### src/rrlh_pkg.sv
package rrlh_pkg;

  localparam int OP_W     = 1;
  localparam int TID_W    = 6;
  localparam int ACT_W    = 7;
  localparam int TID_SPAN = 64;
  localparam int PADDR_W  = 2;
  localparam int PDATA_W  = 32;

  localparam logic [OP_W-1:0] OP_LOCK    = 1'b0;
  localparam logic [OP_W-1:0] OP_RELEASE = 1'b1;

  localparam logic [PADDR_W-1:0] ADDR_ACTIVE_THREADS = 2'd0;
  localparam logic [ACT_W-1:0]   ACTIVE_RESET        = 7'd64;

  // Per-cell control from the sequencer.
  typedef struct packed {
    logic shift;
    logic wrap;
    logic set;
    logic clr;
  } cell_ctl_t;

endpackage

### src/rrlh_if.sv
interface rrlh_req_if;
  logic                         valid;
  logic                         ready;
  logic [rrlh_pkg::OP_W-1:0]    op;
  logic [rrlh_pkg::TID_W-1:0]   thread_sel;

  modport source (output valid, op, thread_sel, input ready);
  modport sink (input valid, op, thread_sel, output ready);
endinterface

interface rrlh_rsp_if;
  logic                         valid;
  logic                         ready;
  logic                         grant_valid;
  logic [rrlh_pkg::TID_W-1:0]   grant_thread;
  logic                         lock_free;
  logic                         bad_thread;

  modport source (output valid, grant_valid, grant_thread, lock_free, bad_thread,
                  input ready);
  modport sink (input valid, grant_valid, grant_thread, lock_free, bad_thread,
                output ready);
endinterface

### src/round_robin_lock_handoff_top.sv
// Channel   Dir  Payload                                          Transfer
// req       in   op, thread_sel                                   valid & ready
// rsp       out  grant_valid, grant_thread, lock_free, bad_thread valid & ready
// apb cfg   in   active_threads at byte 0                         psel&penable&pwrite
//
// Lock requests and out-of-range items are registered as a pending result, which
// moves to the output register once that is free; the next transfer is taken after
// the move. A release first runs the scan over L = min(effective count, 64) cells
// and a finish step, then delivers the same way: the waiting marks rotate through
// the row one cell per cycle and the head cell is examined each cycle; the rotation
// length bounds the scan. One item is in flight at a time; req.ready is high only
// while idle. A finished result moves to the output register and waits there for
// rsp.ready while the next item is taken; a second result stalls until it drains.
// Reset clears the marks at once (no clearing pass) and frees the lock.
module round_robin_lock_handoff_top #(
  parameter int MAX_THREADS = 64
) (
  input  logic                          clk,
  input  logic                          rst,
  rrlh_req_if.sink                      req,
  rrlh_rsp_if.source                    rsp,
  input  logic                          psel,
  input  logic                          penable,
  input  logic                          pwrite,
  input  logic [rrlh_pkg::PADDR_W-1:0]  paddr,
  input  logic [rrlh_pkg::PDATA_W-1:0]  pwdata,
  output logic [rrlh_pkg::PDATA_W-1:0]  prdata,
  output logic                          pready
);

  // Only ids below 64 can ever hold a mark, so the row stops there.
  localparam int NCELL = (MAX_THREADS < rrlh_pkg::TID_SPAN) ? MAX_THREADS
                                                             : rrlh_pkg::TID_SPAN;
  localparam int IDX_W = $clog2(NCELL);
  localparam int LW    = $clog2(NCELL + 1);
  localparam int CNT_W = $clog2(MAX_THREADS + 1);
  localparam int NW    = (CNT_W > rrlh_pkg::ACT_W) ? CNT_W : rrlh_pkg::ACT_W;
  localparam int TW    = rrlh_pkg::TID_W;

  localparam logic [1:0] ST_IDLE    = 2'd0;
  localparam logic [1:0] ST_SCAN    = 2'd1;
  localparam logic [1:0] ST_FINISH  = 2'd2;
  localparam logic [1:0] ST_DELIVER = 2'd3;

  logic [1:0]                  state;
  logic [rrlh_pkg::ACT_W-1:0]  active_threads;
  logic                        free_flag;

  // Release scan context
  logic [IDX_W-1:0]            tid_r;
  logic [IDX_W-1:0]            step;
  logic                        hi_found;
  logic                        lo_found;
  logic [IDX_W-1:0]            hi_idx;
  logic [IDX_W-1:0]            lo_idx;

  // Finished result, waiting for the output register
  logic                        res_grant_valid;
  logic [TW-1:0]               res_grant_thread;
  logic                        res_lock_free;
  logic                        res_bad;

  // Output register
  logic                        out_valid;
  logic                        out_grant_valid;
  logic [TW-1:0]               out_grant_thread;
  logic                        out_lock_free;
  logic                        out_bad;

  logic [NW-1:0]               act_ext;
  logic [NW-1:0]               n_floor;
  logic [NW-1:0]               eff_n;
  logic [LW-1:0]               scan_len;
  logic                        in_bad;
  logic                        in_fire;
  logic                        cfg_write;
  logic                        last_step;
  logic                        found;
  logic [IDX_W-1:0]            win;
  logic                        out_load;
  logic                        set_en;
  logic [NCELL-1:0]            marks;
  rrlh_pkg::cell_ctl_t         cell_ctl [NCELL];

  // Effective count: zero acts as one, saturate at MAX_THREADS.
  assign act_ext  = NW'(active_threads);
  assign n_floor  = (act_ext == '0) ? NW'(1) : act_ext;
  assign eff_n    = (n_floor > NW'(MAX_THREADS)) ? NW'(MAX_THREADS) : n_floor;
  assign scan_len = (eff_n > NW'(NCELL)) ? LW'(NCELL) : LW'(eff_n);

  assign in_bad    = NW'(req.thread_sel) >= eff_n;
  assign req.ready = (state == ST_IDLE);
  assign in_fire   = req.valid && req.ready;
  assign set_en    = in_fire && (req.op == rrlh_pkg::OP_LOCK) && !in_bad && !free_flag;

  assign last_step = (LW'(step) == (scan_len - LW'(1)));
  // Prefer the first waiter above the releaser, then wrap to the first one below.
  assign found     = hi_found || lo_found;
  assign win       = hi_found ? hi_idx : lo_idx;
  assign out_load  = (state == ST_DELIVER) && (!out_valid || rsp.ready);

  assign cfg_write = psel && penable && pwrite && pready;
  assign pready    = 1'b1;
  assign prdata    = {{(rrlh_pkg::PDATA_W - rrlh_pkg::ACT_W){1'b0}}, active_threads};

  assign rsp.valid        = out_valid;
  assign rsp.grant_valid  = out_grant_valid;
  assign rsp.grant_thread = out_grant_thread;
  assign rsp.lock_free    = out_lock_free;
  assign rsp.bad_thread   = out_bad;

  // Row of mark cells. Cells inside the scan length rotate toward cell 0, and the
  // last active cell takes cell 0's mark, so one full rotation restores the row.
  for (genvar i = 0; i < NCELL; i++) begin : g_cell
    always_comb begin
      cell_ctl[i].shift = (state == ST_SCAN) && (LW'(i) < scan_len);
      cell_ctl[i].wrap  = (LW'(i) == (scan_len - LW'(1)));
      cell_ctl[i].set   = set_en && (req.thread_sel == TW'(i));
      cell_ctl[i].clr   = (state == ST_FINISH) && found && (win == IDX_W'(i));
    end

    rrlh_cell u_cell (
      .clk       (clk),
      .rst       (rst),
      .ctl       (cell_ctl[i]),
      .from_next (marks[(i + 1) % NCELL]),
      .from_head (marks[0]),
      .mark      (marks[i])
    );
  end

  // Control state
  always_ff @(posedge clk) begin
    if (rst) begin
      state          <= ST_IDLE;
      active_threads <= rrlh_pkg::ACTIVE_RESET;
      free_flag      <= 1'b1;
      out_valid      <= 1'b0;
      hi_found       <= 1'b0;
      lo_found       <= 1'b0;
    end else begin
      if (cfg_write && (paddr == rrlh_pkg::ADDR_ACTIVE_THREADS)) begin
        active_threads <= pwdata[rrlh_pkg::ACT_W-1:0];
      end

      if (out_load) begin
        out_valid <= 1'b1;
      end else if (rsp.ready) begin
        out_valid <= 1'b0;
      end

      case (state)
        ST_IDLE: begin
          if (in_fire) begin
            if (in_bad) begin
              state <= ST_DELIVER;
            end else if (req.op == rrlh_pkg::OP_LOCK) begin
              free_flag <= 1'b0;
              state     <= ST_DELIVER;
            end else begin
              hi_found <= 1'b0;
              lo_found <= 1'b0;
              state    <= ST_SCAN;
            end
          end
        end
        ST_SCAN: begin
          // Head cell holds thread 'step'; skip the releaser's own mark.
          if (marks[0] && (step != tid_r)) begin
            if ((step > tid_r) && !hi_found) begin
              hi_found <= 1'b1;
            end
            if ((step < tid_r) && !lo_found) begin
              lo_found <= 1'b1;
            end
          end
          if (last_step) begin
            state <= ST_FINISH;
          end
        end
        ST_FINISH: begin
          free_flag <= !found;
          state     <= ST_DELIVER;
        end
        ST_DELIVER: begin
          if (out_load) begin
            state <= ST_IDLE;
          end
        end
        default: begin
          state <= ST_IDLE;
        end
      endcase
    end
  end

  // Payload: scan context, pending result and output fields
  always_ff @(posedge clk) begin
    case (state)
      ST_IDLE: begin
        tid_r            <= req.thread_sel[IDX_W-1:0];
        step             <= '0;
        res_grant_valid  <= 1'b0;
        res_grant_thread <= '0;
        res_lock_free    <= free_flag;
        res_bad          <= in_bad;
        if (!in_bad && (req.op == rrlh_pkg::OP_LOCK)) begin
          res_lock_free <= 1'b0;
          if (free_flag) begin
            res_grant_valid  <= 1'b1;
            res_grant_thread <= req.thread_sel;
          end
        end
      end
      ST_SCAN: begin
        step <= step + IDX_W'(1);
        if (marks[0] && (step > tid_r) && !hi_found) begin
          hi_idx <= step;
        end
        if (marks[0] && (step < tid_r) && !lo_found) begin
          lo_idx <= step;
        end
      end
      ST_FINISH: begin
        res_grant_valid  <= found;
        res_grant_thread <= found ? TW'(win) : '0;
        res_lock_free    <= !found;
        res_bad          <= 1'b0;
      end
      default: begin
        res_bad <= res_bad;
      end
    endcase

    if (out_load) begin
      out_grant_valid  <= res_grant_valid;
      out_grant_thread <= res_grant_thread;
      out_lock_free    <= res_lock_free;
      out_bad          <= res_bad;
    end
  end

endmodule

### src/rrlh_cell.sv
module rrlh_cell (
  input  logic                clk,
  input  logic                rst,
  input  rrlh_pkg::cell_ctl_t ctl,
  input  logic                from_next,
  input  logic                from_head,
  output logic                mark
);

  // Rotate during a scan, otherwise take set or clear.
  always_ff @(posedge clk) begin
    if (rst) begin
      mark <= 1'b0;
    end else if (ctl.shift) begin
      mark <= ctl.wrap ? from_head : from_next;
    end else if (ctl.set) begin
      mark <= 1'b1;
    end else if (ctl.clr) begin
      mark <= 1'b0;
    end
  end

endmodule

### src/flat_wrapper.sv
// flat-port wrapper written by rule: the top's interface ports become plain ports
module round_robin_lock_handoff_top_flat 
#(
  parameter int MAX_THREADS = 64
)
  (clk, rst, psel, penable, pwrite, paddr, pwdata, prdata, pready, req_valid, req_op, req_thread_sel, req_ready, rsp_valid, rsp_grant_valid, rsp_grant_thread, rsp_lock_free, rsp_bad_thread, rsp_ready);
  rrlh_req_if req_i ();
  rrlh_rsp_if rsp_i ();
  input  logic clk;
  input  logic rst;
  input  logic psel;
  input  logic penable;
  input  logic pwrite;
  input  logic [rrlh_pkg::PADDR_W-1:0] paddr;
  input  logic [rrlh_pkg::PDATA_W-1:0] pwdata;
  output logic [rrlh_pkg::PDATA_W-1:0] prdata;
  output logic pready;
  input wire logic [$bits(req_i.valid)-1:0] req_valid;
  input wire logic [$bits(req_i.op)-1:0] req_op;
  input wire logic [$bits(req_i.thread_sel)-1:0] req_thread_sel;
  output wire logic [$bits(req_i.ready)-1:0] req_ready;
  output wire logic [$bits(rsp_i.valid)-1:0] rsp_valid;
  output wire logic [$bits(rsp_i.grant_valid)-1:0] rsp_grant_valid;
  output wire logic [$bits(rsp_i.grant_thread)-1:0] rsp_grant_thread;
  output wire logic [$bits(rsp_i.lock_free)-1:0] rsp_lock_free;
  output wire logic [$bits(rsp_i.bad_thread)-1:0] rsp_bad_thread;
  input wire logic [$bits(rsp_i.ready)-1:0] rsp_ready;
  assign req_i.valid = req_valid;
  assign req_i.op = req_op;
  assign req_i.thread_sel = req_thread_sel;
  assign req_ready = req_i.ready;
  assign rsp_valid = rsp_i.valid;
  assign rsp_grant_valid = rsp_i.grant_valid;
  assign rsp_grant_thread = rsp_i.grant_thread;
  assign rsp_lock_free = rsp_i.lock_free;
  assign rsp_bad_thread = rsp_i.bad_thread;
  assign rsp_i.ready = rsp_ready;
  round_robin_lock_handoff_top #(.MAX_THREADS(MAX_THREADS)) u_core (.clk(clk), .rst(rst), .req(req_i), .rsp(rsp_i), .psel(psel), .penable(penable), .pwrite(pwrite), .paddr(paddr), .pwdata(pwdata), .prdata(prdata), .pready(pready));
endmodule
### config.mk
export PLATFORM = sky130hd
export DESIGN_NAME = round_robin_lock_handoff_top_flat
export DESIGN_NICKNAME = d
export VERILOG_FILES = /design/src/rrlh_pkg.sv /design/src/rrlh_if.sv /design/src/round_robin_lock_handoff_top.sv /design/src/rrlh_cell.sv /design/src/flat_wrapper.sv
export SDC_FILE = /design/constraint.sdc
export NUM_CORES = 1
export LEC_CHECK = 0
export BUFFER_PORTS_ARGS = -buffer_cell sky130_fd_sc_hd__buf_2
export CAP_MARGIN = 20
export CORE_UTILIZATION = 50
export CTS_CLUSTER_DIAMETER = 100
export DETAILED_ROUTE_END_ITERATION = 12
export PLACE_DENSITY = 0.74
export SLEW_MARGIN = 5
export SYNTH_ARGS = -nofsm -noshare
export SYNTH_HDL_FRONTEND = slang
export SYNTH_SLANG_ARGS = --single-unit
### constraint.sdc
create_clock -name clk -period 9 [get_ports clk]
set_input_delay 1.8 -clock clk [delete_from_list [all_inputs] [get_ports clk]]
set_output_delay 1.8 -clock clk [all_outputs]
set_load 0.1 [all_outputs]
## After elaboration in Yosys (flattened, before gate mapping)

Cells that the tools add are included.
W data, S select, Z words.

- $add $sub $neg: 2
- Bitwise gates (word level): 1
- Reductions and logical operators: 297
- Order comparisons: 69
- Equal/unequal tests: 203
- Mux-type cells: 291

Operators with widths:

| operator | count |
|---|---|
| $eq A6 B6 Y1 const B | 64 |
| $mux W1 | 270 |
| $lt A6 B7 Y1 const A | 32 |
| $eq A6 B7 Y1 const A | 31 |
| $logic_and A1 B1 Y1 | 209 |
| $eq A6 B5 Y1 const B | 32 |
| $reduce_bool A3 Y1 | 64 |
| $eq A5 B7 Y1 const A | 16 |
| $lt A5 B7 Y1 const A | 16 |
| $eq A6 B4 Y1 const B | 16 |
| $eq A4 B7 Y1 const A | 8 |
| $lt A4 B7 Y1 const A | 8 |
| $eq A6 B3 Y1 const B | 8 |
| $eq A3 B7 Y1 const A | 4 |
| $lt A3 B7 Y1 const A | 4 |
| $eq A6 B2 Y1 const B | 4 |
| $mux W6 | 4 |
| $pmux W6 S2 | 2 |
| $mux W7 | 3 |
| $ne A2 B2 Y1 const B | 8 |
| $eq A2 B7 Y1 const A | 2 |
| $gt A7 B7 Y1 const B | 2 |
| $logic_not A7 Y1 | 2 |
| $lt A1 B7 Y1 const A | 2 |
| other kinds (26) | 52 |

- Register bits: 119

## Depth between registers and ports, before layout

- Depth after elaboration: 11
- Mapped depth: 16
- Mapped depth without buffers: 12

## Hierarchy

A second synthesis with hierarchy kept.

- Cell total of the unflattened synthesis: 1,046
- Area total of the unflattened synthesis: 8,702.1 um^2

Modules (own cells, without submodules):

| module | sequential area each (um^2) | cells an instance | area each (um^2) | instances |
|---|---|---|---|---|
| round_robin_lock_handoff_top | 1,521.5 | 726 | 5,178.7 | 1 |
| rrlh_cell | 20.0 | 5 | 55.1 | 64 |

## Least setup slack after synthesis

No wires, ideal clock.

- Path kind: input -> register
- Start point: input port req_thread_sel[0]
- End point: register u_core.g_cell[33].u_cell.mark
- Cell stages on the path: 12
- Required time: 8,909 ps
- Arrival: 4,011 ps
- Library setup time: 91 ps
- Slack: 4,898 ps
- Cell sequence: clkbuf_1 -> inv_1 -> ha_1 -> nand2b_1 -> a21o_1 -> a21o_1 -> a21oi_1 -> and4b_1 -> clkbuf_1 -> buf_2 -> nand2_1 -> a311oi_1

- Word-level cells in the longest chain between the ends: 7

RTL lines:

| what | line | RTL |
|---|---|---|
| start, declared | flat_wrapper.sv:20 | `input wire logic [$bits(req_i.thread_sel)-1:0] req_thread_sel;` |
| $ge A6 B7 Y1 | round_robin_lock_handoff_top.sv:91 | `assign in_bad = NW'(req.thread_sel) >= eff_n;` |
| $logic_not A1 Y1 | round_robin_lock_handoff_top.sv:94 | `assign set_en = in_fire && (req.op == rrlh_pkg::OP_LOCK) && !in_bad && !free_flag;` |
| $logic_and A1 B1 Y1 (2 in series) | round_robin_lock_handoff_top.sv:94 |  |
| $logic_and A1 B1 Y1 * | round_robin_lock_handoff_top.sv:118 | `cell_ctl[i].set = set_en && (req.thread_sel == TW'(i));` |
| $mux W1 | rrlh_cell.sv:16 | `end else if (ctl.set) begin` |
| $mux W1 | rrlh_cell.sv:14 | `end else if (ctl.shift) begin` |
| end signal, assigned | rrlh_cell.sv:15 | `mark <= ctl.wrap ? from_head : from_next;` |
| end, declared | rrlh_cell.sv:7 | `output logic mark` |

Every way passes the cells marked *; elsewhere a longest branch is shown, timed or not.
A chain may end at the register's enable or synchronous reset.

## Final worst setup path

- Start point: register u_core.active_threads (netlist bit u_core.act_ext[4])
- End point: register u_core.g_cell[8].u_cell.mark

- Word-level cells in the longest chain between the ends: 11

RTL lines:

| what | line | RTL |
|---|---|---|
| start, declared | round_robin_lock_handoff_top.sv:46 | `logic [rrlh_pkg::ACT_W-1:0] active_threads;` |
| start signal, assigned | round_robin_lock_handoff_top.sv:136 | `active_threads <= rrlh_pkg::ACTIVE_RESET;` |
| start signal, assigned | round_robin_lock_handoff_top.sv:143 | `active_threads <= pwdata[rrlh_pkg::ACT_W-1:0];` |
| $logic_not A7 Y1 | round_robin_lock_handoff_top.sv:87 | `assign n_floor = (act_ext == '0) ? NW'(1) : act_ext;` |
| $mux W7 * | round_robin_lock_handoff_top.sv:87 |  |
| $gt A7 B7 Y1 | round_robin_lock_handoff_top.sv:88 | `assign eff_n = (n_floor > NW'(MAX_THREADS)) ? NW'(MAX_THREADS) : n_floor;` |
| $mux W7 * | round_robin_lock_handoff_top.sv:88 |  |
| branches (longest 7 deep; another with $gt A7 B7 Y1) | -- |  |
| end signal, assigned | rrlh_cell.sv:15 |  |
| end, declared | rrlh_cell.sv:7 |  |

Every way passes the cells marked *.

==> impl_metrics.py <==
metrics = {
    "min_path": {
        "min_path_type": "reg -> reg",
        "whs_path_depth": 0,
        "worstHoldStart": "u_core.res_grant_thread[0]",
        "hold_end": "u_core.rsp.grant_thread[0]",
    },
    "synthesis": {
        "yosysWarnings": 0,
        "postSynthCellCount": 1009,
        "syn-cell-area_sq_mm": 0.008168,
        "ys_types": 73,
        "synth_area_per_cell_sq_um": 8.095,
        "async_reset_ff_share_pct": 0,
        "synth_flop_cell": "dfxtp_1",
        "synth_edf_count": 42,
        "ys_ff_latch": 119,
        "ys_seq_area_share_pct": 34.31,
    },
    "drt": {
        "post_drt_via_cell_ratio": 6.738,
        "drcViolationCount": 0,
        "vias": 8369,
        "wl_um": 27160,
        "drt_pass1_iterations": 6,
        "wire_per_inst_um": 21.87,
        "wl_met1_um": 10450,
        "wl_met3_um": 3780,
        "drtIter0Drc": 1111,
        "top_layer": "met4",
        "ant_nets": 0,
        "wl_met2_um": 11540,
    },
    "finish": {
        "final_area_sq_mm": 0.008959,
        "fillCellCount": 1479,
        "fin_nets": 1079,
        "multi_input_area_sq_mm": 0.004857,
        "final_common_cell": "o21ai_0",
        "mostFrequentLayoutCells": "o21ai_0, nand2_1, dfxtp_1",
        "seqCellArea_sq_mm": 0.002803,
        "drive_above_1_share_pct": 11.51,
        "syn_to_final_growth_pct": 9.681,
    },
    "floorplan": {
        "die_area_sq_mm": 0.01685,
        "ios": 92,
        "core_area_sq_mm": 0.01594,
        "die_w_um": 129.8,
        "rows": 46,
        "initial_core_util_pct": 51.23,
        "die_height_um": 129.8,
    },
    "timing": {
        "rsz0062_at_grt": "false",
        "hold_viol": 0,
        "slew_headroom_pct": 29.93,
        "finClkSkew_ps": 8.981,
        "tightest_slew_ps": 1048,
        "slew_violations": 0,
        "period_minus_slack_ps": 4547,
        "setup_tns_ps": 0,
        "fin_crit_sh_pct": 50.52,
        "worst_hold_slack_ps": 415.3,
        "setup_viol": 0,
        "clock.fmax_mhz": 219.9,
    },
    "placement": {
        "port_buffers": 40,
        "hpwl_um": 17450,
        "dpl-instance-area_sq_mm": 0.008352,
        "gp_congestion": 1.018,
    },
    "clocking": {
        "root_buffer": "clkbuf_16",
        "cts_sinks": 119,
        "cts.clk_slew.worst_paths_ps": 60,
        "h-tree-depth": 4,
        "worstSkewPairLatency_ps": 430,
        "cts_resized": 0,
        "cts_buffers": 17,
        "cts_hold_buf": 0,
        "clock_path_buffers": 2,
        "post-cts-setup-buffers": 0,
        "cts_tree": "done",
    },
    "power_and_ir_drop": {
        "pwr_density_cell_mw_per_mm2": 279.7,
        "peakVddDrop_mv": 0.1832,
        "p_total_uw": 2506,
        "p_sw_share_pct": 38.88,
        "p_seq_share_pct": 35.4,
        "power.share.clock_pct": 27.3,
        "power_frac_comb_pct": 37.3,
        "p_sw_uw": 974.2,
        "p_int_uw": 1531,
        "p_leak_uw": 0.003209,
    },
    "global_route": {
        "first_global_vias": 7661,
        "antenna_found_initial": 0,
        "grt_max_degree": 80,
        "grt_pass1_wl_um": 42030,
        "grt_overflow": 0,
        "grt_use_total_pct": 33.37,
    },
    "outcome": {
        "status": "finished clean",
    },
    "setup_path": {
        "required_ps": 9260,
        "reg2reg_depth": 12,
        "regToRegStartpoint": "u_core.act_ext[4]",
        "critPathCaptureType": "flop",
        "worstReg2RegEnd": "u_core.g_cell[8].u_cell.mark",
        "path_max_fanout": 23,
        "cp.arrival_ps": 4810,
        "setup.worst_path.class": "reg -> reg",
        "ff2ff_setup_slack_ps": 4450,
        "startpoint_type": "flop",
    },
    "run": {
        "cap_violations": 0,
    },
}
[cells by family after synthesis]
family	after synthesis	synth area share [%]
multiplexers	28	3.523
buffers and inverters	125	7.414
XOR/XNOR	10	1.072
AO/OA/AOI/OAI	359	29.90
adder cells (fa/ha/maj)	19	2.911
flip-flops	119	34.31
AND/OR/NAND/NOR	347	20.77
other	2	0.09195
[worst max-delay path: stages, from the launching register on]
cell	delay (ps)
dfxtp_1	570
or4_4	640
o21a_1	190
nor2_1	390
inv_1	130
ha_1	570
nor3b_4	350
a211oi_2	240
o21a_1	640
nand3_1	160
mux2_2	320
nor2_1	110
a311oi_1	60
[flip-flops by register name, summed over array words and instances, names as in the netlist]
name / count
u_core.rsp.grant_thread: 6
u_core.lo_found: 1
u_core.rsp.bad_thread: 1
u_core.step: 6
u_core.res_grant_thread: 6
u_core.hi_idx: 6
u_core.rsp.grant_valid: 1
u_core.tid_r: 6
u_core.rsp.valid: 1
u_core.g_cell.u_cell.mark: 64
u_core.state: 2
u_core.rsp.lock_free: 1
u_core.lo_idx: 6
u_core.res_grant_valid: 1
u_core.free_flag: 1
u_core.hi_found: 1
u_core.res_bad: 1
u_core.res_lock_free: 1
u_core.act_ext: 7
[routing by layer]
metal,vias to the layer above,track usage (%)
li1,3708,-
met1,3868,43.31
met2,660,49.07
met3,133,10.58
met4,0,18.67
met5,-,0
[synthesized netlist by cell type, types with 3 or more instances]
master | n | area (sq um)
o21a_1 | 35 | 262.8
nor2_1 | 66 | 247.7
xor2_1 | 4 | 35.03
edfxtp_1 | 42 | 1261
and2_1 | 13 | 81.33
mux2i_1 | 22 | 220.2
inv_1 | 27 | 101.4
a221oi_1 | 3 | 26.28
nand3b_1 | 4 | 30.03
or2_2 | 4 | 25.02
buf_1 | 6 | 22.52
nor3b_1 | 4 | 30.03
o31ai_1 | 8 | 60.06
clkbuf_1 | 46 | 172.7
buf_4 | 29 | 217.7
xnor2_1 | 6 | 52.55
o21ai_0 | 118 | 590.6
o32ai_1 | 5 | 43.79
o22ai_1 | 3 | 18.77
nor3_1 | 55 | 275.3
nor2b_1 | 16 | 100.1
a31o_2 | 4 | 35.03
nand2_1 | 113 | 424.2
a31oi_1 | 9 | 56.30
a211oi_1 | 26 | 195.2
a21boi_0 | 12 | 90.09
a21o_1 | 9 | 67.56
a311oi_1 | 53 | 464.2
a32oi_1 | 3 | 26.28
nand2b_1 | 18 | 112.6
a211oi_2 | 4 | 50.05
o311a_1 | 3 | 30.03
mux2_2 | 6 | 67.56
a21oi_1 | 40 | 200.2
o21bai_1 | 4 | 30.03
nand4_1 | 3 | 18.77
buf_2 | 16 | 80.08
nand3_1 | 22 | 110.1
ha_1 | 19 | 237.7
and3_1 | 10 | 62.56
dfxtp_1 | 77 | 1541
[power by group through the flow]
stage	Sequential (uW)	Clock (uW)	Combinational, uW
floorplan	887	0	692
global placement	885	0	884
detailed placement	887	0	902
CTS	879	685	909
global route	902	707	1010
finish	887	684	935
[final cells by class]
type / instances / area share [%]
inverters: 27 / 1.131
flip-flops and latches: 119 / 31.28
well taps: 216 / 3.017
clock inverters: 8 / 0.7263
repair buffers: 58 / 3.743
multi-input cells: 789 / 54.22
diodes: 1 / 0.02793
clock buffers: 24 / 5.852
[how the worst max path moves through the flow]
| stage | from | endpoint | slack, ps | depth (start not counted) |
|---|---|---|---|---|
| 6_report | u_core.act_ext[4] | u_core.g_cell[8].u_cell.mark | 4450 | 12 |
| 5_1_grt | u_core.act_ext[4] | u_core.g_cell[8].u_cell.mark | 4300 | 12 |
| 4_1_cts | u_core.act_ext[4] | u_core.g_cell[59].u_cell.mark | 4580 | 12 |
| 3_5_place_dp | req_thread_sel[0] | u_core.g_cell[43].u_cell.mark | 4310 | 10 |
| 3_3_place_gp | req_thread_sel[0] | u_core.g_cell[39].u_cell.mark | 4330 | 10 |
| 2_1_floorplan | req_thread_sel[0] | u_core.g_cell[33].u_cell.mark | 4900 | 12 |
[per-stage QoR]
step | util (%) | worst slack, ps | instances
6_report | 56.19 | 4453 | 1242
5_1_grt | 56.18 | 4299 | 1241
4_1_cts | 56.08 | 4585 | 1239
3_5_place_dp | 52.39 | 4314 | 1207
3_3_place_gp | 52.39 | 4333 | 1207
2_1_floorplan | - | 4898 | 1033
No activity file was read; power rests on OpenSTA's default activity.
